File: src/rtl/rle_pkg.sv
// ----------------------------------------------------------------------------
// rle_pkg
// Shared constants and types of the run-length encoder with decimal counts.
// ----------------------------------------------------------------------------
package rle_pkg;

  localparam int COUNT_BITS_DEF = 16;
  localparam int CMD_DEPTH      = 2;

  localparam logic [7:0] ASCII_ZERO = 8'h30;

  // flags that travel with one run command from front to back
  typedef struct packed {
    logic done;
    logic last;
  } cmd_flags_t;

  typedef enum logic [1:0] {
    BK_IDLE,
    BK_CONV,
    BK_DIGS,
    BK_BYTE
  } back_state_t;

endpackage

File: src/rtl/rle_if.sv
// ----------------------------------------------------------------------------
// rle_in_if / rle_out_if
// Valid/ready channels for raw bytes in and encoded bytes out.
// ----------------------------------------------------------------------------
interface rle_in_if;
  logic       valid;
  logic       ready;
  logic [7:0] data_byte;
  logic       stream_end;

  modport source (output valid, output data_byte, output stream_end, input ready);
  modport sink   (input valid, input data_byte, input stream_end, output ready);
endinterface

interface rle_out_if;
  logic       valid;
  logic       ready;
  logic [7:0] out_byte;
  logic       item_done;
  logic       output_end;

  modport source (output valid, output out_byte, output item_done, output output_end,
                  input ready);
  modport sink   (input valid, input out_byte, input item_done, input output_end,
                  output ready);
endinterface

File: src/rtl/rle_fifo.sv
// ----------------------------------------------------------------------------
// rle_fifo
// Short register queue of run commands between front and back.
// ----------------------------------------------------------------------------
module rle_fifo
  import rle_pkg::*;
#(
  parameter int WIDTH = 8,
  parameter int DEPTH = CMD_DEPTH
) (
  input  logic             clk,
  input  logic             rst_n,
  input  logic             push,
  input  logic [WIDTH-1:0] wr_data,
  input  logic             pop,
  output logic [WIDTH-1:0] rd_data,
  output logic             full,
  output logic             empty
);

  localparam int PW = (DEPTH > 1) ? $clog2(DEPTH) : 1;
  localparam int CW = $clog2(DEPTH + 1);

  logic [WIDTH-1:0] mem_r [DEPTH];
  logic [PW-1:0]    wr_ptr_r, wr_ptr_nxt;
  logic [PW-1:0]    rd_ptr_r, rd_ptr_nxt;
  logic [CW-1:0]    count_r, count_nxt;

  assign full    = (count_r == CW'(DEPTH));
  assign empty   = (count_r == '0);
  assign rd_data = mem_r[rd_ptr_r];

  always_comb begin
    wr_ptr_nxt = wr_ptr_r;
    rd_ptr_nxt = rd_ptr_r;
    count_nxt  = count_r;
    if (push) begin
      wr_ptr_nxt = (wr_ptr_r == PW'(DEPTH - 1)) ? '0 : wr_ptr_r + 1'b1;
    end
    if (pop) begin
      rd_ptr_nxt = (rd_ptr_r == PW'(DEPTH - 1)) ? '0 : rd_ptr_r + 1'b1;
    end
    if (push && !pop) begin
      count_nxt = count_r + 1'b1;
    end else if (pop && !push) begin
      count_nxt = count_r - 1'b1;
    end
  end

  always_ff @(posedge clk) begin
    if (!rst_n) begin
      wr_ptr_r <= '0;
      rd_ptr_r <= '0;
      count_r  <= '0;
    end else begin
      wr_ptr_r <= wr_ptr_nxt;
      rd_ptr_r <= rd_ptr_nxt;
      count_r  <= count_nxt;
    end
  end

  always_ff @(posedge clk) begin
    if (push) begin
      mem_r[wr_ptr_r] <= wr_data;
    end
  end

endmodule

File: src/rtl/rle_front.sv
// ----------------------------------------------------------------------------
// rle_front
// Tracks the open run and queues a command for each run to be written out.
// ----------------------------------------------------------------------------
module rle_front
  import rle_pkg::*;
#(
  parameter int COUNT_BITS = COUNT_BITS_DEF
) (
  input  logic                  clk,
  input  logic                  rst_n,
  input  logic                  in_valid,
  output logic                  in_ready,
  input  logic [7:0]            in_data_byte,
  input  logic                  in_stream_end,
  input  logic                  q_full,
  output logic                  q_push,
  output logic [COUNT_BITS-1:0] q_len,
  output logic [7:0]            q_byte,
  output cmd_flags_t            q_flags
);

  logic [7:0]            run_val_r, run_val_nxt;
  logic [COUNT_BITS-1:0] run_len_r, run_len_nxt;
  logic                  run_open_r, run_open_nxt;
  logic                  pend_r, pend_nxt;
  logic [7:0]            pend_byte_r, pend_byte_nxt;
  logic                  acc;
  logic                  extend;
  logic [COUNT_BITS-1:0] new_len;

  assign in_ready = !pend_r && !q_full;
  assign acc      = in_valid && in_ready;
  assign extend   = !run_open_r ||
                    ((in_data_byte == run_val_r) && (run_len_r != '1));
  assign new_len  = run_open_r ? run_len_r + 1'b1 : COUNT_BITS'(1);

  always_comb begin
    run_val_nxt   = run_val_r;
    run_len_nxt   = run_len_r;
    run_open_nxt  = run_open_r;
    pend_nxt      = pend_r;
    pend_byte_nxt = pend_byte_r;
    q_push        = 1'b0;
    q_len         = run_len_r;
    q_byte        = run_val_r;
    q_flags       = '{done: 1'b0, last: 1'b0};
    if (pend_r) begin
      // flush the one-byte run left behind by a closing final word
      if (!q_full) begin
        q_push   = 1'b1;
        q_len    = COUNT_BITS'(1);
        q_byte   = pend_byte_r;
        q_flags  = '{done: 1'b1, last: 1'b1};
        pend_nxt = 1'b0;
      end
    end else if (acc) begin
      if (extend) begin
        if (in_stream_end) begin
          q_push       = 1'b1;
          q_len        = new_len;
          q_byte       = in_data_byte;
          q_flags      = '{done: 1'b1, last: 1'b1};
          run_open_nxt = 1'b0;
          run_len_nxt  = '0;
          run_val_nxt  = '0;
        end else begin
          run_open_nxt = 1'b1;
          run_len_nxt  = new_len;
          run_val_nxt  = in_data_byte;
        end
      end else begin
        // close the open run
        q_push  = 1'b1;
        q_flags = '{done: !in_stream_end, last: 1'b0};
        if (in_stream_end) begin
          pend_nxt      = 1'b1;
          pend_byte_nxt = in_data_byte;
          run_open_nxt  = 1'b0;
          run_len_nxt   = '0;
          run_val_nxt   = '0;
        end else begin
          run_open_nxt = 1'b1;
          run_len_nxt  = COUNT_BITS'(1);
          run_val_nxt  = in_data_byte;
        end
      end
    end
  end

  always_ff @(posedge clk) begin
    if (!rst_n) begin
      run_val_r  <= '0;
      run_len_r  <= '0;
      run_open_r <= 1'b0;
      pend_r     <= 1'b0;
    end else begin
      run_val_r  <= run_val_nxt;
      run_len_r  <= run_len_nxt;
      run_open_r <= run_open_nxt;
      pend_r     <= pend_nxt;
    end
  end

  always_ff @(posedge clk) begin
    pend_byte_r <= pend_byte_nxt;
  end

endmodule

File: src/rtl/rle_back.sv
// ----------------------------------------------------------------------------
// rle_back
// Converts a run length to decimal (shift-add-3, one bit per cycle) and
// streams the digits and the run byte into the output register.
// ----------------------------------------------------------------------------
module rle_back
  import rle_pkg::*;
#(
  parameter int COUNT_BITS = COUNT_BITS_DEF
) (
  input  logic                  clk,
  input  logic                  rst_n,
  input  logic                  q_empty,
  input  logic [COUNT_BITS-1:0] q_len,
  input  logic [7:0]            q_byte,
  input  cmd_flags_t            q_flags,
  output logic                  q_pop,
  output logic                  out_valid,
  input  logic                  out_ready,
  output logic [7:0]            out_byte,
  output logic                  out_item_done,
  output logic                  out_output_end
);

  localparam int NDIG = (COUNT_BITS * 30103 + 99999) / 100000;
  localparam int BW   = 4 * NDIG;
  localparam int CW   = $clog2(COUNT_BITS);
  localparam int IW   = $clog2(NDIG);

  back_state_t           state_r, state_nxt;
  logic [COUNT_BITS-1:0] bin_r, bin_nxt;
  logic [BW-1:0]         bcd_r, bcd_nxt;
  logic [CW-1:0]         cnt_r, cnt_nxt;
  logic [IW-1:0]         idx_r, idx_nxt;
  logic                  started_r, started_nxt;
  logic [7:0]            byte_r, byte_nxt;
  cmd_flags_t            flags_r, flags_nxt;
  logic                  ovalid_r, ovalid_nxt;
  logic [7:0]            obyte_r, obyte_nxt;
  logic                  odone_r, odone_nxt;
  logic                  oend_r, oend_nxt;

  logic                  slot_free;
  logic                  small_len;
  logic [BW-1:0]         bcd_adj;
  logic [3:0]            digit;
  logic                  skip;
  logic                  emit;

  assign slot_free = !ovalid_r || out_ready;
  assign small_len = (q_len < COUNT_BITS'(10));
  assign digit     = bcd_r[4 * idx_r +: 4];
  assign skip      = !started_r && (digit == 4'd0) && (idx_r != '0);
  assign q_pop     = (state_r == BK_IDLE) && !q_empty;

  always_comb begin
    for (int d = 0; d < NDIG; d++) begin
      bcd_adj[4 * d +: 4] = (bcd_r[4 * d +: 4] >= 4'd5) ? bcd_r[4 * d +: 4] + 4'd3
                                                       : bcd_r[4 * d +: 4];
    end
  end

  always_comb begin
    state_nxt = state_r;
    case (state_r)
      BK_IDLE: begin
        if (!q_empty) begin
          state_nxt = small_len ? BK_DIGS : BK_CONV;
        end
      end
      BK_CONV: begin
        if (cnt_r == CW'(COUNT_BITS - 1)) begin
          state_nxt = BK_DIGS;
        end
      end
      BK_DIGS: begin
        if (!skip && slot_free && (idx_r == '0)) begin
          state_nxt = BK_BYTE;
        end
      end
      BK_BYTE: begin
        if (slot_free) begin
          state_nxt = BK_IDLE;
        end
      end
      default: state_nxt = BK_IDLE;
    endcase
  end

  always_comb begin
    bin_nxt     = bin_r;
    bcd_nxt     = bcd_r;
    cnt_nxt     = cnt_r;
    idx_nxt     = idx_r;
    started_nxt = started_r;
    byte_nxt    = byte_r;
    flags_nxt   = flags_r;
    emit        = 1'b0;
    obyte_nxt   = obyte_r;
    odone_nxt   = odone_r;
    oend_nxt    = oend_r;
    case (state_r)
      BK_IDLE: begin
        if (!q_empty) begin
          byte_nxt    = q_byte;
          flags_nxt   = q_flags;
          started_nxt = 1'b0;
          cnt_nxt     = '0;
          bin_nxt     = q_len;
          if (small_len) begin
            bcd_nxt = BW'(q_len[3:0]);
            idx_nxt = '0;
          end else begin
            bcd_nxt = '0;
            idx_nxt = IW'(NDIG - 1);
          end
        end
      end
      BK_CONV: begin
        bcd_nxt = {bcd_adj[BW-2:0], bin_r[COUNT_BITS-1]};
        bin_nxt = bin_r << 1;
        cnt_nxt = cnt_r + 1'b1;
      end
      BK_DIGS: begin
        if (skip) begin
          idx_nxt = idx_r - 1'b1;
        end else if (slot_free) begin
          emit        = 1'b1;
          obyte_nxt   = ASCII_ZERO | {4'd0, digit};
          odone_nxt   = 1'b0;
          oend_nxt    = 1'b0;
          started_nxt = 1'b1;
          if (idx_r != '0) begin
            idx_nxt = idx_r - 1'b1;
          end
        end
      end
      BK_BYTE: begin
        if (slot_free) begin
          emit      = 1'b1;
          obyte_nxt = byte_r;
          odone_nxt = flags_r.done;
          oend_nxt  = flags_r.last;
        end
      end
      default: ;
    endcase
    ovalid_nxt = emit ? 1'b1 : (ovalid_r && !out_ready);
  end

  always_ff @(posedge clk) begin
    if (!rst_n) begin
      state_r  <= BK_IDLE;
      ovalid_r <= 1'b0;
    end else begin
      state_r  <= state_nxt;
      ovalid_r <= ovalid_nxt;
    end
  end

  always_ff @(posedge clk) begin
    bin_r     <= bin_nxt;
    bcd_r     <= bcd_nxt;
    cnt_r     <= cnt_nxt;
    idx_r     <= idx_nxt;
    started_r <= started_nxt;
    byte_r    <= byte_nxt;
    flags_r   <= flags_nxt;
    obyte_r   <= obyte_nxt;
    odone_r   <= odone_nxt;
    oend_r    <= oend_nxt;
  end

  assign out_valid      = ovalid_r;
  assign out_byte       = obyte_r;
  assign out_item_done  = odone_r;
  assign out_output_end = oend_r;

endmodule

File: src/rtl/rle_decimal_count_encoder_unit.sv
// ----------------------------------------------------------------------------
// rle_decimal_count_encoder_unit
// Run-length encoder that writes each run as its decimal count, then its byte.
// ----------------------------------------------------------------------------
// Bytes that extend a run are taken one per cycle while the command queue has
// room. Each run that closes is queued as a command; a final byte that also
// closes a run queues two and holds the input until the second is queued.
// The back end takes a command, runs the bit-serial binary-to-decimal
// converter when the count is ten or more (not below ten), skips leading zero
// digits, then writes each digit and the run byte, waiting while the output
// is not ready. That converter sets the sustained rate; a two-entry command
// queue lets the input keep running while a run is being written out, and a
// full queue stalls it.
module rle_decimal_count_encoder_unit
  import rle_pkg::*;
#(
  parameter int COUNT_BITS = COUNT_BITS_DEF
) (
  input  logic      clk,
  input  logic      rst_n,
  rle_in_if.sink    in_ch,
  rle_out_if.source out_ch
);

  localparam int QW = COUNT_BITS + 8 + $bits(cmd_flags_t);

  logic                  fifo_push;
  logic                  fifo_pop;
  logic                  fifo_full;
  logic                  fifo_empty;
  logic [COUNT_BITS-1:0] push_len;
  logic [7:0]            push_byte;
  cmd_flags_t            push_flags;
  logic [COUNT_BITS-1:0] pop_len;
  logic [7:0]            pop_byte;
  cmd_flags_t            pop_flags;
  logic [QW-1:0]         pop_data;

  rle_front #(.COUNT_BITS(COUNT_BITS)) u_front (
    .clk           (clk),
    .rst_n         (rst_n),
    .in_valid      (in_ch.valid),
    .in_ready      (in_ch.ready),
    .in_data_byte  (in_ch.data_byte),
    .in_stream_end (in_ch.stream_end),
    .q_full        (fifo_full),
    .q_push        (fifo_push),
    .q_len         (push_len),
    .q_byte        (push_byte),
    .q_flags       (push_flags)
  );

  rle_fifo #(.WIDTH(QW), .DEPTH(CMD_DEPTH)) u_fifo (
    .clk     (clk),
    .rst_n   (rst_n),
    .push    (fifo_push),
    .wr_data ({push_len, push_byte, push_flags}),
    .pop     (fifo_pop),
    .rd_data (pop_data),
    .full    (fifo_full),
    .empty   (fifo_empty)
  );

  assign {pop_len, pop_byte, pop_flags} = pop_data;

  rle_back #(.COUNT_BITS(COUNT_BITS)) u_back (
    .clk            (clk),
    .rst_n          (rst_n),
    .q_empty        (fifo_empty),
    .q_len          (pop_len),
    .q_byte         (pop_byte),
    .q_flags        (pop_flags),
    .q_pop          (fifo_pop),
    .out_valid      (out_ch.valid),
    .out_ready      (out_ch.ready),
    .out_byte       (out_ch.out_byte),
    .out_item_done  (out_ch.item_done),
    .out_output_end (out_ch.output_end)
  );

`ifndef SYNTHESIS
  a_no_push_full: assert property (@(posedge clk) disable iff (!rst_n)
    fifo_push |-> (!fifo_full || fifo_pop))
    else $error("command pushed into full queue");

  a_no_pop_empty: assert property (@(posedge clk) disable iff (!rst_n)
    fifo_pop |-> !fifo_empty)
    else $error("command popped from empty queue");

  a_end_is_done: assert property (@(posedge clk) disable iff (!rst_n)
    (out_ch.valid && out_ch.output_end) |-> out_ch.item_done)
    else $error("stream end word without item done");
`endif

endmodule

File: src/flat_wrapper.sv
// flat-port wrapper written by rule: the top's interface ports become plain ports
module rle_decimal_count_encoder_unit_flat import rle_pkg::*;
#(
  parameter int COUNT_BITS = COUNT_BITS_DEF
)
  (clk, rst_n, in_ch_valid, in_ch_data_byte, in_ch_stream_end, in_ch_ready, out_ch_valid, out_ch_out_byte, out_ch_item_done, out_ch_output_end, out_ch_ready);
  rle_in_if in_ch_i ();
  rle_out_if out_ch_i ();
  input  logic clk;
  input  logic rst_n;
  input wire logic [$bits(in_ch_i.valid)-1:0] in_ch_valid;
  input wire logic [$bits(in_ch_i.data_byte)-1:0] in_ch_data_byte;
  input wire logic [$bits(in_ch_i.stream_end)-1:0] in_ch_stream_end;
  output wire logic [$bits(in_ch_i.ready)-1:0] in_ch_ready;
  output wire logic [$bits(out_ch_i.valid)-1:0] out_ch_valid;
  output wire logic [$bits(out_ch_i.out_byte)-1:0] out_ch_out_byte;
  output wire logic [$bits(out_ch_i.item_done)-1:0] out_ch_item_done;
  output wire logic [$bits(out_ch_i.output_end)-1:0] out_ch_output_end;
  input wire logic [$bits(out_ch_i.ready)-1:0] out_ch_ready;
  assign in_ch_i.valid = in_ch_valid;
  assign in_ch_i.data_byte = in_ch_data_byte;
  assign in_ch_i.stream_end = in_ch_stream_end;
  assign in_ch_ready = in_ch_i.ready;
  assign out_ch_valid = out_ch_i.valid;
  assign out_ch_out_byte = out_ch_i.out_byte;
  assign out_ch_item_done = out_ch_i.item_done;
  assign out_ch_output_end = out_ch_i.output_end;
  assign out_ch_i.ready = out_ch_ready;
  rle_decimal_count_encoder_unit #(.COUNT_BITS(COUNT_BITS)) u_core (.clk(clk), .rst_n(rst_n), .in_ch(in_ch_i), .out_ch(out_ch_i));
endmodule
File: config.mk
export PLATFORM = sky130hd
export DESIGN_NAME = rle_decimal_count_encoder_unit_flat
export DESIGN_NICKNAME = d
export VERILOG_FILES = /design/src/rtl/rle_pkg.sv /design/src/rtl/rle_if.sv /design/src/rtl/rle_fifo.sv /design/src/rtl/rle_front.sv /design/src/rtl/rle_back.sv /design/src/rtl/rle_decimal_count_encoder_unit.sv /design/src/flat_wrapper.sv
export SDC_FILE = /design/constraint.sdc
export NUM_CORES = 1
export LEC_CHECK = 0
export BUFFER_PORTS_ARGS = -buffer_cell sky130_fd_sc_hd__buf_2
export CAP_MARGIN = 15
export CORE_UTILIZATION = 40
export DETAILED_ROUTE_END_ITERATION = 12
export GPL_ROUTABILITY_DRIVEN = 0
export MAX_ROUTING_LAYER = met4
export PLACE_DENSITY_LB_ADDON = 0.25
export SYNTH_ARGS = -nofsm -noshare
export SYNTH_HDL_FRONTEND = slang
export SYNTH_SLANG_ARGS = --single-unit
File: constraint.sdc
create_clock -name clk -period 5 [get_ports clk]
set_input_delay 0.5 -clock clk [delete_from_list [all_inputs] [get_ports clk]]
set_output_delay 0.5 -clock clk [all_outputs]
set_load 0.02 [all_outputs]
==> results.cfg <==
[outcome]
outcome = complete, no violations

[die]
start_util_pct = 41.0
io_pins = 25
coreArea_sq_mm = 0.0188
die-area_sq_mm = 0.0198
rows = 50
die-height_um = 141
die_w_um = 141

[timing]
setup_tns_ns = 0
worst_pin_slew_ns = 1.11
fin_ws_ns = 1.45
fin_skew_ns = 0.0110
period_share_pct = 71.0
rsz0062_at_grt = false
max_freq_mhz = 282
maxSlewHeadroom_pct = 26.1
period_minus_slack_ns = 3.55
drv_slew = 0
whs_ns = 0.303
finalSetupViolations = 0
finalHoldViolCount = 0

[finish]
finish.utilization_pct = 45.9
area.sequential_sq_mm = 0.00440
nets = 726
final_area_sq_mm = 0.00861
antenna_cells = 0
syn2layout_area_growth_pct = 11.8
drive_gt1_share_pct = 15.6
multi_input_area_sq_mm = 0.00309
n_fill_cell = 1738

[worst_setup_path]
cp.arrival_ns = 3.90
path_class = reg2reg
crit_path_end_kind = flop
worstPathRequired_ns = 5.35
worstPathMaxFanout = 9
start_kind = flop

[routing]
firstDrtPassIters = 5
first_iter_violations = 333
vias = 5107
postRouteAntennaNets = 0
viasPerCell = 5.44
post_drt_wl_per_cell_um = 16.0
drt-total-wl_mm = 15.0
drc_errors = 0

[synth]
netlist.area_leader.share_pct = 48.4
post_synth.cell_area_avg_sq_um = 11.5
syn_area_sq_mm = 0.00770
yosys.area_share.adder_pct = 3.58
yosys_warnings = 0
synthTopCellsByCount = edfxtp_1 (124), nand2_1 (76), nor2_1 (35)
ys_seq_elements = 158
ys_types = 57
synth_compound_area_share_pct = 11.8
ys_async_sr_fraction_pct = 0
ys_seq_area_share_pct = 57.2
synth_edf_count = 124
synth_top_flop_cell = edfxtp_1
synth_xor_area_share_pct = 2.96
yosysTopAreaCell = edfxtp_1
synthMuxAreaShare_pct = 5.80
netlist_top_cells_area = edfxtp_1 (48%), dfxtp_1 (8.8%), nand2_1 (3.7%)
synth_top_family_by_area = simple AND/OR/NAND/NOR gates
synthesis.nets = 704
yosysMostFrequentCell = edfxtp_1
synth-simple-area-share_pct = 15.9
synthCells = 669

[clock_tree]
cts_tree = built
h-tree-depth = 4
cts_resized = 0
cts_hold_buf = 0
clock_path_buffers = 2
cts_sinks = 158
clk_pin_slew_ns = 0.07
post-cts-setup-buffers = 0
clock-root-buffer = clkbuf_16
insertion_delay_ns = 0.43
cts_buffers = 17

[global_routing]
grt_pass1_wl_mm = 25.0
grt_max_degree = 58
grt-busiest-layer = met2
grt_pass1_vias = 4964
gr-usage-met3_pct = 3.67
grt_usage_pct = 16.5
overflow = 0
antenna_found_initial = 0
use_met2_pct = 25.9
grtUsageMet1_pct = 21.2

[placed_design]
dp_slack_ns = 1.20
port_buffers = 24
place_hpwl_mm = 10.4
placed_area_sq_mm = 0.00807

[power_and_ir_drop]
power_density_mw_per_mm2 = 526
ir_worst_vdd_mv = 0.255
p_leak_nw = 3.06

[run]
cap_violations = 0

[hold_path]
hold_path.class = in2reg
[final timing paths]
path	startpoint	endpoint	slack, ns	cells after the start
worst max-delay path	u_core.u_front.run_val_r[6]	u_core.u_fifo.count_r[1]	1.45	11
worst min-delay path	in_ch_data_byte[1]	u_core.u_front.pend_byte_r[1]	0.30	1
worst max register to register	u_core.u_front.run_val_r[6]	u_core.u_fifo.count_r[1]	1.45	11
worst min register to register	u_core.u_front.run_val_r[6]	u_core.u_front.run_val_r[6]	0.50	2
[sequential cells by signal, summed over array words and instances (netlist names), 2 cells and up, named ones only]
name	flops
u_core.u_back.bcd_r	20
u_core.u_back.bin_r	16
u_core.u_back.byte_r	8
u_core.u_back.cnt_r	4
u_core.u_back.flags_r	2
u_core.u_back.idx_r	3
u_core.u_back.out_byte	8
u_core.u_back.state_r	2
u_core.u_fifo.count_r	2
u_core.u_fifo.mem_r	52
u_core.u_front.pend_byte_r	8
u_core.u_front.run_len_r	16
u_core.u_front.run_val_r	8
[report_power, final]
group	internal [W]	switching [W]
clock	0.000642	0.000537
combinational	0.000484	0.000734
sequential	0.00190	0.000228
[layout by cell type (no fill, tap or decap), types with 22 or more instances in the layout]
| master | netlist | routed |
|---|---|---|
| dfxtp_1 | 34 | 34 |
| o21ai_0 | 32 | 32 |
| and2_1 | 22 | 22 |
| ha_1 | 22 | 22 |
| edfxtp_1 | 124 | 124 |
| inv_1 | 25 | 25 |
| buf_2 | 4 | 24 |
| nor2_1 | 35 | 33 |
| nand2_1 | 76 | 76 |
[worst max-delay path, stage by stage, from the launching register on]
cell      delay, ns
dfxtp_1        0.33
xnor2_1        0.18
nand4_1        0.30
or2_2          0.41
o21ai_1        0.54
ha_1           0.26
nor2b_1        0.04
o21ai_0        0.35
inv_1          0.13
ha_1           0.36
or3_1          0.37
a21boi_0       0.18
[area by class of cell]
class,instances,share of cell area [%]
Inverter,26,1.13
Clock inverter,14,1.31
Timing Repair Buffer,32,2.09
Multi-Input combinational cell,456,35.9
Clock buffer,18,4.98
Tap cell,234,3.40
Sequential cell,158,51.1
[layer usage]
layer / part of all wire [%] / wire length, um
met3: 3.8 / 566
met4: 1.0 / 156
met5: 0 / 0
met2: 48 / 7140
met1: 47 / 7110
[cell families (layout without fill, tap and decap cells)]
kind of cell,after synthesis,in the layout
DFF,158,158
muxes,42,42
xor gates and xnor gates,26,26
adders and majority gates,22,22
AOI/OAI and AO/OA,130,130
buffers and inverters,55,90
and+or+nand+nor,236,236
[metrics by stage]
stage | cells | total power [W]
2_1_floorplan | 669 | 0.00302
3_3_place_gp | 906 | 0.00331
3_5_place_dp | 906 | 0.00338
4_1_cts | 938 | 0.00458
5_1_grt | 938 | 0.00481
6_report | 938 | 0.00453
(Power assumes the default switching activity.)
